--- src/rtl/snt_pkg.sv ---
package snt_pkg;

  // Item field widths
  localparam int VALUE_W = 10;
  localparam int COUNT_W = 4;

  // Divisor count saturates here; a sphenic number has exactly eight divisors
  localparam int COUNT_SAT        = 9;
  localparam int SPHENIC_DIVISORS = 8;

  // Shared divider: restoring steps per clock, clocks per quotient
  localparam int DIV_STEPS  = 5;
  localparam int DIV_CYCLES = VALUE_W / DIV_STEPS;
  localparam int DIV_CNT_W  = $clog2(DIV_CYCLES + 1);

  // Default sieve bound
  localparam int MAX_VALUE_DEF = 1024;

  typedef logic [VALUE_W-1:0] value_t;

  typedef struct packed {
    logic   start;
    value_t dividend;
    value_t divisor;
  } div_req_t;

  typedef struct packed {
    logic   done;
    value_t quotient;
    value_t remainder;
  } div_rsp_t;

endpackage

--- src/rtl/snt_divider.sv ---
// Iterative restoring divider, DIV_STEPS quotient bits per clock.
// The first batch of steps runs in the start cycle, so a new start may be
// issued in the same cycle that done is seen.
module snt_divider
  import snt_pkg::*;
(
  input  logic     clk,
  input  logic     rst_n,
  input  div_req_t req,
  output div_rsp_t rsp
);

  logic [DIV_CNT_W-1:0] cnt_r, cnt_nxt;
  value_t rem_r, rem_nxt;
  value_t dd_r, dd_nxt;
  value_t d_r, d_nxt;
  value_t rem_c, dd_c;

  // DIV_STEPS restoring steps on either fresh operands or the running state
  always_comb begin
    logic [VALUE_W:0] trial;
    value_t           rem_v;
    value_t           dd_v;
    d_nxt = req.start ? req.divisor : d_r;
    rem_v = req.start ? '0 : rem_r;
    dd_v  = req.start ? req.dividend : dd_r;
    for (int k = 0; k < DIV_STEPS; k++) begin
      trial = {rem_v, dd_v[VALUE_W-1]};
      dd_v  = {dd_v[VALUE_W-2:0], 1'b0};
      if (trial >= {1'b0, d_nxt}) begin
        trial   = trial - {1'b0, d_nxt};
        dd_v[0] = 1'b1;
      end
      rem_v = trial[VALUE_W-1:0];
    end
    rem_c = rem_v;
    dd_c  = dd_v;
  end

  // step counter: 1 .. DIV_CYCLES while working, done at DIV_CYCLES
  always_comb begin
    cnt_nxt = cnt_r;
    rem_nxt = rem_r;
    dd_nxt  = dd_r;
    if (req.start) begin
      cnt_nxt = DIV_CNT_W'(1);
      rem_nxt = rem_c;
      dd_nxt  = dd_c;
    end else if (cnt_r == DIV_CNT_W'(DIV_CYCLES)) begin
      cnt_nxt = '0;
    end else if (cnt_r != '0) begin
      cnt_nxt = cnt_r + DIV_CNT_W'(1);
      rem_nxt = rem_c;
      dd_nxt  = dd_c;
    end
  end

  always_ff @(posedge clk) begin
    if (!rst_n) begin
      cnt_r <= '0;
    end else begin
      cnt_r <= cnt_nxt;
    end
  end

  always_ff @(posedge clk) begin
    rem_r <= rem_nxt;
    dd_r  <= dd_nxt;
    d_r   <= d_nxt;
  end

  assign rsp.done      = (cnt_r == DIV_CNT_W'(DIV_CYCLES));
  assign rsp.quotient  = dd_r;
  assign rsp.remainder = rem_r;

endmodule

--- src/rtl/sphenic_number_test_top.sv ---
// Sphenic number test. After reset the block builds a prime map over
// 0 .. MAX_VALUE-1 with a sieve of Eratosthenes and holds busy high until it
// is done: it fills the map entry by entry, then for every p with p*p below
// MAX_VALUE reads its flag and, for a prime p, strikes out its multiples. An
// item is taken when start is high and busy is low; busy then stays high
// while a nonzero item is worked on (value 0 gets its result without trial
// division). Trial division runs through the shared divider, candidates
// 1 .. value/2 and then value itself, with further checks when value has
// eight divisors. Each result appears on the out_ ports for exactly one
// cycle with out_valid high; the receiver cannot stall it, so it must take
// every result in that cycle. Prime lookups at or above MAX_VALUE count as
// not prime.
module sphenic_number_test_top
  import snt_pkg::*;
#(
  parameter int MAX_VALUE = MAX_VALUE_DEF
)
(
  input  logic               clk,
  input  logic               rst_n,
  input  logic               start,
  output logic               busy,
  input  logic [VALUE_W-1:0] in_value,
  output logic               out_valid,
  output logic               out_is_sphenic,
  output logic [COUNT_W-1:0] out_divisor_count
);

  localparam int AW   = $clog2(MAX_VALUE);
  localparam int SQ_W = AW + 2;
  localparam int PQ_W = 2 * VALUE_W;

  localparam logic [3:0] ST_FILL    = 4'd0;
  localparam logic [3:0] ST_SV_RD   = 4'd1;
  localparam logic [3:0] ST_SV_CHK  = 4'd2;
  localparam logic [3:0] ST_SV_MARK = 4'd3;
  localparam logic [3:0] ST_IDLE    = 4'd4;
  localparam logic [3:0] ST_TRY     = 4'd5;
  localparam logic [3:0] ST_CHK     = 4'd6;
  localparam logic [3:0] ST_P_CHK   = 4'd7;
  localparam logic [3:0] ST_Q_CHK   = 4'd8;
  localparam logic [3:0] ST_PQ_GO   = 4'd9;
  localparam logic [3:0] ST_PQ_DIV  = 4'd10;
  localparam logic [3:0] ST_R_CHK   = 4'd11;

  logic [3:0]         state_r, state_nxt;
  logic [AW-1:0]      fill_r, fill_nxt;
  logic [AW-1:0]      p_r, p_nxt;
  logic [SQ_W-1:0]    sq_r, sq_nxt;
  logic [AW:0]        m_r, m_nxt;
  value_t             value_r, value_nxt;
  value_t             cand_r, cand_nxt;
  logic [COUNT_W-1:0] count_r, count_nxt;
  value_t             div1_r, div1_nxt;
  value_t             div2_r, div2_nxt;
  logic [PQ_W-1:0]    pq_r, pq_nxt;
  logic               lk_ok_r, lk_ok_nxt;
  logic               out_valid_r, out_valid_nxt;
  logic               out_sph_r, out_sph_nxt;
  logic [COUNT_W-1:0] out_cnt_r, out_cnt_nxt;

  // prime map, one port written and one read per cycle
  logic               mem_r [MAX_VALUE];
  logic               mem_q_r;
  logic               mem_we;
  logic [AW-1:0]      mem_waddr;
  logic               mem_wdata;
  logic [AW-1:0]      mem_raddr;

  div_req_t div_req;
  div_rsp_t div_rsp;

  function automatic logic in_range(value_t idx);
    return 32'(idx) < MAX_VALUE;
  endfunction

  snt_divider u_div (
    .clk   (clk),
    .rst_n (rst_n),
    .req   (div_req),
    .rsp   (div_rsp)
  );

  // sequencer: sieve after reset, then one item at a time
  always_comb begin
    state_nxt     = state_r;
    fill_nxt      = fill_r;
    p_nxt         = p_r;
    sq_nxt        = sq_r;
    m_nxt         = m_r;
    value_nxt     = value_r;
    cand_nxt      = cand_r;
    count_nxt     = count_r;
    div1_nxt      = div1_r;
    div2_nxt      = div2_r;
    pq_nxt        = pq_r;
    lk_ok_nxt     = lk_ok_r;
    out_valid_nxt = 1'b0;
    out_sph_nxt   = out_sph_r;
    out_cnt_nxt   = out_cnt_r;
    mem_we        = 1'b0;
    mem_waddr     = fill_r;
    mem_wdata     = 1'b0;
    mem_raddr     = p_r;
    div_req.start    = 1'b0;
    div_req.dividend = value_r;
    div_req.divisor  = cand_r;

    unique case (state_r)
      // map starts all prime except 0 and 1
      ST_FILL: begin
        mem_we    = 1'b1;
        mem_waddr = fill_r;
        mem_wdata = (fill_r >= AW'(2));
        fill_nxt  = fill_r + AW'(1);
        if (fill_r == AW'(MAX_VALUE - 1)) begin
          p_nxt     = AW'(2);
          sq_nxt    = SQ_W'(4);
          state_nxt = ST_SV_RD;
        end
      end
      ST_SV_RD: begin
        mem_raddr = p_r;
        if (32'(sq_r) >= MAX_VALUE) begin
          state_nxt = ST_IDLE;
        end else begin
          state_nxt = ST_SV_CHK;
        end
      end
      ST_SV_CHK: begin
        if (mem_q_r) begin
          m_nxt     = {p_r, 1'b0};
          state_nxt = ST_SV_MARK;
        end else begin
          p_nxt     = p_r + AW'(1);
          sq_nxt    = sq_r + SQ_W'({p_r, 1'b1});
          state_nxt = ST_SV_RD;
        end
      end
      // strike out multiples of p
      ST_SV_MARK: begin
        if (32'(m_r) >= MAX_VALUE) begin
          p_nxt     = p_r + AW'(1);
          sq_nxt    = sq_r + SQ_W'({p_r, 1'b1});
          state_nxt = ST_SV_RD;
        end else begin
          mem_we    = 1'b1;
          mem_waddr = m_r[AW-1:0];
          mem_wdata = 1'b0;
          m_nxt     = m_r + (AW+1)'(p_r);
        end
      end
      ST_IDLE: begin
        if (start) begin
          value_nxt = in_value;
          count_nxt = '0;
          if (in_value == '0) begin
            out_valid_nxt = 1'b1;
            out_sph_nxt   = 1'b0;
            out_cnt_nxt   = '0;
          end else begin
            cand_nxt         = VALUE_W'(1);
            div_req.start    = 1'b1;
            div_req.dividend = in_value;
            div_req.divisor  = VALUE_W'(1);
            state_nxt        = ST_TRY;
          end
        end
      end
      // trial division: 1 .. value/2, then value
      ST_TRY: begin
        if (div_rsp.done) begin
          if (div_rsp.remainder == '0 && count_r < COUNT_W'(COUNT_SAT)) begin
            count_nxt = count_r + COUNT_W'(1);
            if (count_r == COUNT_W'(1)) div1_nxt = cand_r;
            if (count_r == COUNT_W'(2)) div2_nxt = cand_r;
          end
          if (cand_r == value_r) begin
            state_nxt = ST_CHK;
          end else begin
            if (cand_r >= (value_r >> 1)) begin
              cand_nxt = value_r;
            end else begin
              cand_nxt = cand_r + VALUE_W'(1);
            end
            div_req.start   = 1'b1;
            div_req.divisor = cand_nxt;
          end
        end
      end
      ST_CHK: begin
        if (count_r == COUNT_W'(SPHENIC_DIVISORS)) begin
          mem_raddr = AW'(div1_r);
          lk_ok_nxt = in_range(div1_r);
          state_nxt = ST_P_CHK;
        end else begin
          out_valid_nxt = 1'b1;
          out_sph_nxt   = 1'b0;
          out_cnt_nxt   = count_r;
          state_nxt     = ST_IDLE;
        end
      end
      ST_P_CHK: begin
        if (lk_ok_r && mem_q_r) begin
          mem_raddr = AW'(div2_r);
          lk_ok_nxt = in_range(div2_r);
          state_nxt = ST_Q_CHK;
        end else begin
          out_valid_nxt = 1'b1;
          out_sph_nxt   = 1'b0;
          out_cnt_nxt   = count_r;
          state_nxt     = ST_IDLE;
        end
      end
      ST_Q_CHK: begin
        if (lk_ok_r && mem_q_r) begin
          pq_nxt    = PQ_W'(div1_r) * PQ_W'(div2_r);
          state_nxt = ST_PQ_GO;
        end else begin
          out_valid_nxt = 1'b1;
          out_sph_nxt   = 1'b0;
          out_cnt_nxt   = count_r;
          state_nxt     = ST_IDLE;
        end
      end
      // cofactor value / (p*q), only when p*q fits the value width
      ST_PQ_GO: begin
        if (pq_r != '0 && pq_r[PQ_W-1:VALUE_W] == '0) begin
          div_req.start    = 1'b1;
          div_req.dividend = value_r;
          div_req.divisor  = pq_r[VALUE_W-1:0];
          state_nxt        = ST_PQ_DIV;
        end else begin
          out_valid_nxt = 1'b1;
          out_sph_nxt   = 1'b0;
          out_cnt_nxt   = count_r;
          state_nxt     = ST_IDLE;
        end
      end
      ST_PQ_DIV: begin
        if (div_rsp.done) begin
          if (div_rsp.remainder == '0 && div_rsp.quotient != div1_r &&
              div_rsp.quotient != div2_r) begin
            mem_raddr = AW'(div_rsp.quotient);
            lk_ok_nxt = in_range(div_rsp.quotient);
            state_nxt = ST_R_CHK;
          end else begin
            out_valid_nxt = 1'b1;
            out_sph_nxt   = 1'b0;
            out_cnt_nxt   = count_r;
            state_nxt     = ST_IDLE;
          end
        end
      end
      ST_R_CHK: begin
        out_valid_nxt = 1'b1;
        out_sph_nxt   = lk_ok_r && mem_q_r;
        out_cnt_nxt   = count_r;
        state_nxt     = ST_IDLE;
      end
      default: begin
        state_nxt = ST_FILL;
        fill_nxt  = '0;
      end
    endcase
  end

  // control state
  always_ff @(posedge clk) begin
    if (!rst_n) begin
      state_r     <= ST_FILL;
      fill_r      <= '0;
      out_valid_r <= 1'b0;
    end else begin
      state_r     <= state_nxt;
      fill_r      <= fill_nxt;
      out_valid_r <= out_valid_nxt;
    end
  end

  // datapath registers
  always_ff @(posedge clk) begin
    p_r       <= p_nxt;
    sq_r      <= sq_nxt;
    m_r       <= m_nxt;
    value_r   <= value_nxt;
    cand_r    <= cand_nxt;
    count_r   <= count_nxt;
    div1_r    <= div1_nxt;
    div2_r    <= div2_nxt;
    pq_r      <= pq_nxt;
    lk_ok_r   <= lk_ok_nxt;
    out_sph_r <= out_sph_nxt;
    out_cnt_r <= out_cnt_nxt;
  end

  // prime map
  always_ff @(posedge clk) begin
    if (mem_we) begin
      mem_r[mem_waddr] <= mem_wdata;
    end
    mem_q_r <= mem_r[mem_raddr];
  end

  assign busy              = (state_r != ST_IDLE);
  assign out_valid         = out_valid_r;
  assign out_is_sphenic    = out_sph_r;
  assign out_divisor_count = out_cnt_r;

endmodule

--- config.mk ---
export PLATFORM = sky130hd
export DESIGN_NAME = sphenic_number_test_top
export DESIGN_NICKNAME = d
export VERILOG_FILES = /design/src/rtl/snt_pkg.sv /design/src/rtl/snt_divider.sv /design/src/rtl/sphenic_number_test_top.sv
export SDC_FILE = /design/constraint.sdc
export NUM_CORES = 2
export LEC_CHECK = 0
export BUFFER_PORTS_ARGS = -buffer_cell sky130_fd_sc_hd__buf_2
export CAP_MARGIN = 25
export CORE_MARGIN = 10
export CORE_UTILIZATION = 40
export DETAILED_ROUTE_END_ITERATION = 12
export SLEW_MARGIN = 20
export SYNTH_ARGS = -nofsm -noshare
export SYNTH_HDL_FRONTEND = slang
export SYNTH_SLANG_ARGS = --single-unit
--- constraint.sdc ---
create_clock -name clk -period 92.2 [get_ports clk]
set_input_delay 9.22 -clock clk [delete_from_list [all_inputs] [get_ports clk]]
set_output_delay 9.22 -clock clk [all_outputs]
set_load 0.01 [all_outputs]
---- Yosys cells after proc, flatten, opt, wreduce, memory -nomap -nowiden ----
Memory sizes are Yosys's and may differ from the RTL's. A register that Yosys moved wholly into a read port is not among the register bits.
Cells that the tools add are included.
operators by class
  reduce and logical (&&, ||, !) cells .... 33
  $lt $le $gt $ge ......................... 10
  equality and inequality tests ........... 40
  add/sub/neg operators ................... 12
  multiply operators ...................... 1
  shifts and indexed selects .............. 0
  multiplexer cells ....................... 108
  bitwise operators ....................... 1
  divide/modulo/power cells ............... 0
operators by type and width
  kind                   count
  $mux 10                28
  $pmux 10 s3            3
  $mux 4                 21
  $mux 21                3
  $pmux 10 s2            3
  $ge 11x10->1           5
  $sub 10x10->10         5
  $pmux 4 s12            1
  $ne 2x2->1 const B     19
  $mux 12                3
  $pmux 12 s3            1
  $mux 1                 32
  $add 10x1->10 const B  3
  $logic_not 10->1       3
  $pmux 4 s6             1
  $mux 11                2
  $pmux 11 s2            1
  $eq 4x4->1 const B     5
  $mul 10x10->20         1
  $ne 10x10->1           2
  $reduce_bool 20->1     1
  $eq 4x3->1 const B     4
  $reduce_and 4->1       4
  $add 12x11->12         1
  other kinds (35)       53
storage, ports and cells
  word-level logic and storage cells ...... 226
  memories kept ........................... 1
  bits of input ports ..................... 13
  memory bits (writable) .................. 1024
  output and inout port bits .............. 7
  latch bits .............................. 0
  register bits after elaboration ......... 150
  memory bits (read-only) ................. 0
memories
  memory  words  width  read ports  clocked after memory_dff  wr ports  RTL line                       text
  mem_r   1024   1      1           1                         1         sphenic_number_test_top.sv:63  logic mem_r [MAX_VALUE];

---- Longest topological paths before layout ----
  depth in word-level cells ............... 19
  gate-level depth with buffers ........... 81
  depth with buffers taken out ............ 74

---- Cells and area by module ----
Synthesis repeated with hierarchy kept, for this count alone.
second synthesis, totals
  cell total of the unflattened synthesis .. 5449
  area, all modules ....................... 60162.7 um2
modules (own cells, without submodules)
  module                   seq. area each (um2)  instances  area each (um2)  cells an instance
  sphenic_number_test_top  34132.7               1          56000.0          5006
  snt_divider              840.8                 1          4162.7           443

---- Least setup slack after synthesis ----
No wires, ideal clock.
  kind .................................... register to register
  start ................................... register fill_r[7]
  end ..................................... memory mem_r[0] (data pin)
  clock period less this slack ............ 36.499 ns
  stages on the path, launching flop included .. 3
  arrival ................................. 30.312 ns
  path slack .............................. 55.701 ns
  data required time ...................... 86.013 ns
  buffers on the path ..................... 0
  library setup time ...................... 6.187 ns
  cells stage by stage .................... dfxtp_1 nor2_1 a41oi_1
on the way
  word-level cells in the longest chain between the ends .. 2
RTL lines
  item                    RTL line                        text
  from (decl)             sphenic_number_test_top.sv:47   logic [AW-1:0] fill_r, fill_nxt;
  from (signal assigned)  sphenic_number_test_top.sv:276  fill_r <= fill_nxt;
  $ge 10x2->1             sphenic_number_test_top.sv:114  mem_wdata = (fill_r >= AW'(2));
  $mux 1                  n/a
  via mem_wdata           sphenic_number_test_top.sv:67   logic mem_wdata;
  to (decl)               sphenic_number_test_top.sv:63
The timed path passes the listed nets, and every way through them passes these cells.

---- Final worst setup path ----
  start ................................... input port start
  end ..................................... register u_div.rem_r[9] (data pin)
on the way
  word-level cells in the longest chain between the ends .. 16
  elaborated cells on any way between the ends .. 25
  those cells by class .................... add/sub: 5; order compare: 5; mux: 15
RTL lines
  item                                                   RTL line                              text
  from (decl)                                            sphenic_number_test_top.sv:21         input logic start,
  $mux 21 (*)                                            sphenic_number_test_top.sv:154        if (start) begin
  $pmux 10 s3 / $pmux 1 s3 (equally long branches)       sphenic_number_test_top.sv:109        unique case (state_r)
  $mux 10 (*)                                            snt_divider.sv:24                     d_nxt = req.start ? req.divisor : d_r;
  via u_div.d_nxt[0]                                     snt_divider.sv:16                     value_t d_r, d_nxt;
  $sub 10x10->10 / $ge 11x10->1 (equally long branches)  snt_divider.sv:31, snt_divider.sv:30
  $mux 10                                                snt_divider.sv:30                     if (trial >= {1'b0, d_nxt}) begin
  $sub 10x10->10 / $ge 11x10->1 (equally long branches)  snt_divider.sv:31, snt_divider.sv:30
  $mux 10                                                snt_divider.sv:30
  (+2 left out)                                          n/a
  $sub 10x10->10 / $ge 11x10->1 (equally long branches)  snt_divider.sv:31, snt_divider.sv:30
  $mux 10                                                snt_divider.sv:30
  $sub 10x10->10 / $ge 11x10->1 (equally long branches)  snt_divider.sv:31, snt_divider.sv:30
  $mux 10 (*)                                            snt_divider.sv:30
  via u_div.rem_c[9]                                     snt_divider.sv:17                     value_t rem_c, dd_c;
  $mux 10                                                snt_divider.sv:51                     end else if (cnt_r != '0) begin
  $mux 10                                                snt_divider.sv:49                     end else if (cnt_r == DIV_CNT_W'(DIV_CYCLES)) begin
  $mux 10 (*)                                            snt_divider.sv:45                     if (req.start) begin
  to (signal assigned)                                   snt_divider.sv:67                     rem_r <= rem_nxt;
  to (decl)                                              snt_divider.sv:14                     value_t rem_r, rem_nxt;
The timed path passes the listed nets; every way through them passes the cells marked *. The select of a mux whose other input is x is not followed.
A chain may end at the register's enable or synchronous reset.

==> impl_metrics.py <==
metrics = {
    "hold_path": {
        "hp-start": "u_div.d_r[9]",
        "hold_class": "reg2reg",
    },
    "sta": {
        "skew_ns": 0.0427,
        "setup_violations": 0,
        "rsz0062_at_grt": "no",
        "max_freq_ghz": 0.0390,
        "min_period_ns": 25.64,
        "final_max_slew_viol_count": 0,
        "finalSetupTns_ns": 0,
        "hold_slack_ns": 0.494,
        "relSlewSlack_pct": 26.0,
        "worst_pin_slew_ns": 1.11,
        "hold_viol": 0,
        "finalCritPeriodShare_pct": 27.8,
    },
    "layout": {
        "final_common_cell": "nor2_1",
        "final_cell_mix": "nor2_1, edfxtp_1, nand2_1",
        "layout-drive-gt1-share_pct": 7.74,
        "finalNonFillerCells": 7648,
        "postLayoutCellArea_um2": 66600,
        "areaGrowthSynthToFinish_pct": 10.4,
        "layout.nets": 5771,
    },
    "clock_network": {
        "cts_tree": "yes",
        "ctsResizeCount": 0,
        "h-tree-depth": 4,
        "cts_root_buf": "clkbuf_16",
        "path_clk_slew_ns": 0.06,
        "cts.hold.buffers_added": 0,
        "cts_buffer_depth": 3,
        "clock-sinks": 1174,
        "cts_setup_buffers": 0,
        "clock_latency_ns": 0.76,
        "cts_buffers": 132,
    },
    "worst_setup_path": {
        "crit_path_top_delay_cell": "mux2i_4",
        "worstSetupStartpoint": "start",
        "crit_path_frequent_cell": "o21ai_0",
        "cp_max_fo": 28,
        "cp-start-kind": "input port",
        "criticalPathCategory": "in2reg",
        "required_ns": 92.65,
        "r2r_start": "cand_r[0]",
        "crit_arrival_ns": 26.09,
        "critPathCaptureType": "flop",
        "slowest_delay_ns": 0.67,
    },
    "place": {
        "gp_congestion": 0.851,
        "dpl_cell_area_um2": 62400,
        "port-buffer-count": 19,
        "dp_hpwl_um": 105000,
        "dp.cells": 7416,
    },
    "synth": {
        "synth_cell_types": 88,
        "synthArstFlopShare_pct": 0,
        "ys_seq_area_share_pct": 58.0,
        "syn_avg_cell_area_um2": 10.6,
        "synth_area_leaders": "edfxtp_1, nor2_1, nand2_1",
        "synth_top_area_share_pct": 57.1,
        "synth_seq_cells": 1174,
        "synth_ff_type": "edfxtp_1",
        "yosysWarnings": 0,
        "netlist_area_um2": 60300,
        "synthesis.nets": 5935,
        "syn_inst": 5704,
        "synth_largest_area_cell": "edfxtp_1",
        "synth_edf_count": 1146,
    },
    "die": {
        "rows": 142,
        "die_w_um": 408,
        "initial_core_util_pct": 40.3,
        "ioPinCount": 20,
        "core-area_um2": 150000,
        "die-area_um2": 167000,
        "die_h_um": 408,
    },
    "global_route": {
        "grt_max_degree": 317,
        "grt_pass1_wl_um": 274000,
        "overflow": 0,
        "grt_usage_pct": 21.4,
        "antenna_found_initial": 6,
        "grt_pass1_vias": 42412,
    },
    "route": {
        "dr.pass1.iters": 5,
        "num_vias": 44044,
        "antenna_left": 0,
        "wl_per_cell_um": 24.1,
        "routed_wl_um": 185000,
        "drt_iter0_drc": 4671,
        "drcViolationCount": 0,
        "vias_per_cell": 5.76,
    },
    "run_status": {
        "outcome": "completed",
    },
    "power_and_ir_drop": {
        "total_power_w": 0.00212,
        "power_density_nw_per_um2": 31.8,
        "vdd_drop_max_v": 0.0000858,
        "p_leak_nw": 22.1,
    },
    "flow_run": {
        "max_cap_viol_count": 0,
    },
}
final cells by class:
cell class                 count  area [um^2]
fill                       14102        83200
sequential                  1174        35000
multi-input combinational   3920        23100
clock buffer                 170         3560
tap                         2016         2520
timing repair buffer         148         1310
inverter                     164          616
clock inverter                55          514
antenna                        1         2.50
stage by stage:
| stage | worst slack [ns] | util, % |
|---|---|---|
| final | 66.56 | 44.5 |
| after global routing | 64.97 | 44.5 |
| after CTS | 66.72 | 44.4 |
| after detailed placement | 66.02 | 41.7 |
| after global placement | 66.19 | 41.5 |
| after floorplan | 55.70 | - |
path summary, 6_finish.rpt:
path / to / slack (ns) / depth (start not counted)
min reg2reg: u_div.d_r[9] / 0.49 / 1
max reg2reg: u_div.rem_r[9] / 73.34 / 77
min: u_div.d_r[9] / 0.49 / 1
max: u_div.rem_r[9] / 66.56 / 67
registers in the layout (all words and copies together), names as in the netlist, 11 cells and up:
register	flops
sq_r	12
mem_r	1024
pq_r	20
m_r	11
report_power, final:
| group | switching [W] | total, W | leakage, nW | internal [W] |
|---|---|---|---|---|
| logic | 0.000541 | 0.000946 | 9.63 | 0.000405 |
| clock network | 0.000221 | 0.000507 | 1.98 | 0.000286 |
| registers | 0.0000104 | 0.000663 | 10.5 | 0.000652 |
critical path, delay by kind of cell:
| kind | cells | cell delay, ns |
|---|---|---|
| AO/OA/AOI/OAI | 40 | 8.82 |
| AND/OR/NAND/NOR | 12 | 3.43 |
| multiplexers | 6 | 2.52 |
| adder cells (fa/ha/maj) | 5 | 1.41 |
| buffers and inverters | 4 | 0.68 |
Yosys cell counts (48+ instances only):
cell         n
o21ai_0     79
a311oi_1    48
inv_1      164
a31oi_1     62
edfxtp_1  1146
buf_2      113
ha_1       149
fa_1        69
nor3_1      60
nor2_1    1158
mux2i_1    241
nand3_1    308
xnor2_1     79
and2_1      71
a21oi_1    122
clkbuf_1   291
nand2_1    878
kinds of logic (layout without fill, tap and decap cells):
family | Yosys count | in the layout | share of synthesized area (%)
buffers and inverters | 610 | 537 | 4.14
AO/OA/AOI/OAI | 616 | 616 | 7.27
adder cells (fa/ha/maj) | 218 | 218 | 5.38
other | 0 | 1 | 0
flip-flops | 1174 | 1174 | 58.0
AND/OR/NAND/NOR | 2707 | 2707 | 19.1
XOR/XNOR | 106 | 106 | 1.54
multiplexers | 273 | 273 | 4.63
per-layer routing:
layer	GRT usage, %	share of wire [%]
met4	7.75	3.5
met1	28.7	41
met3	3.76	9.0
met5	0	0.034
met2	34.6	47
Note: power is estimated with default switching activity, not from simulation.
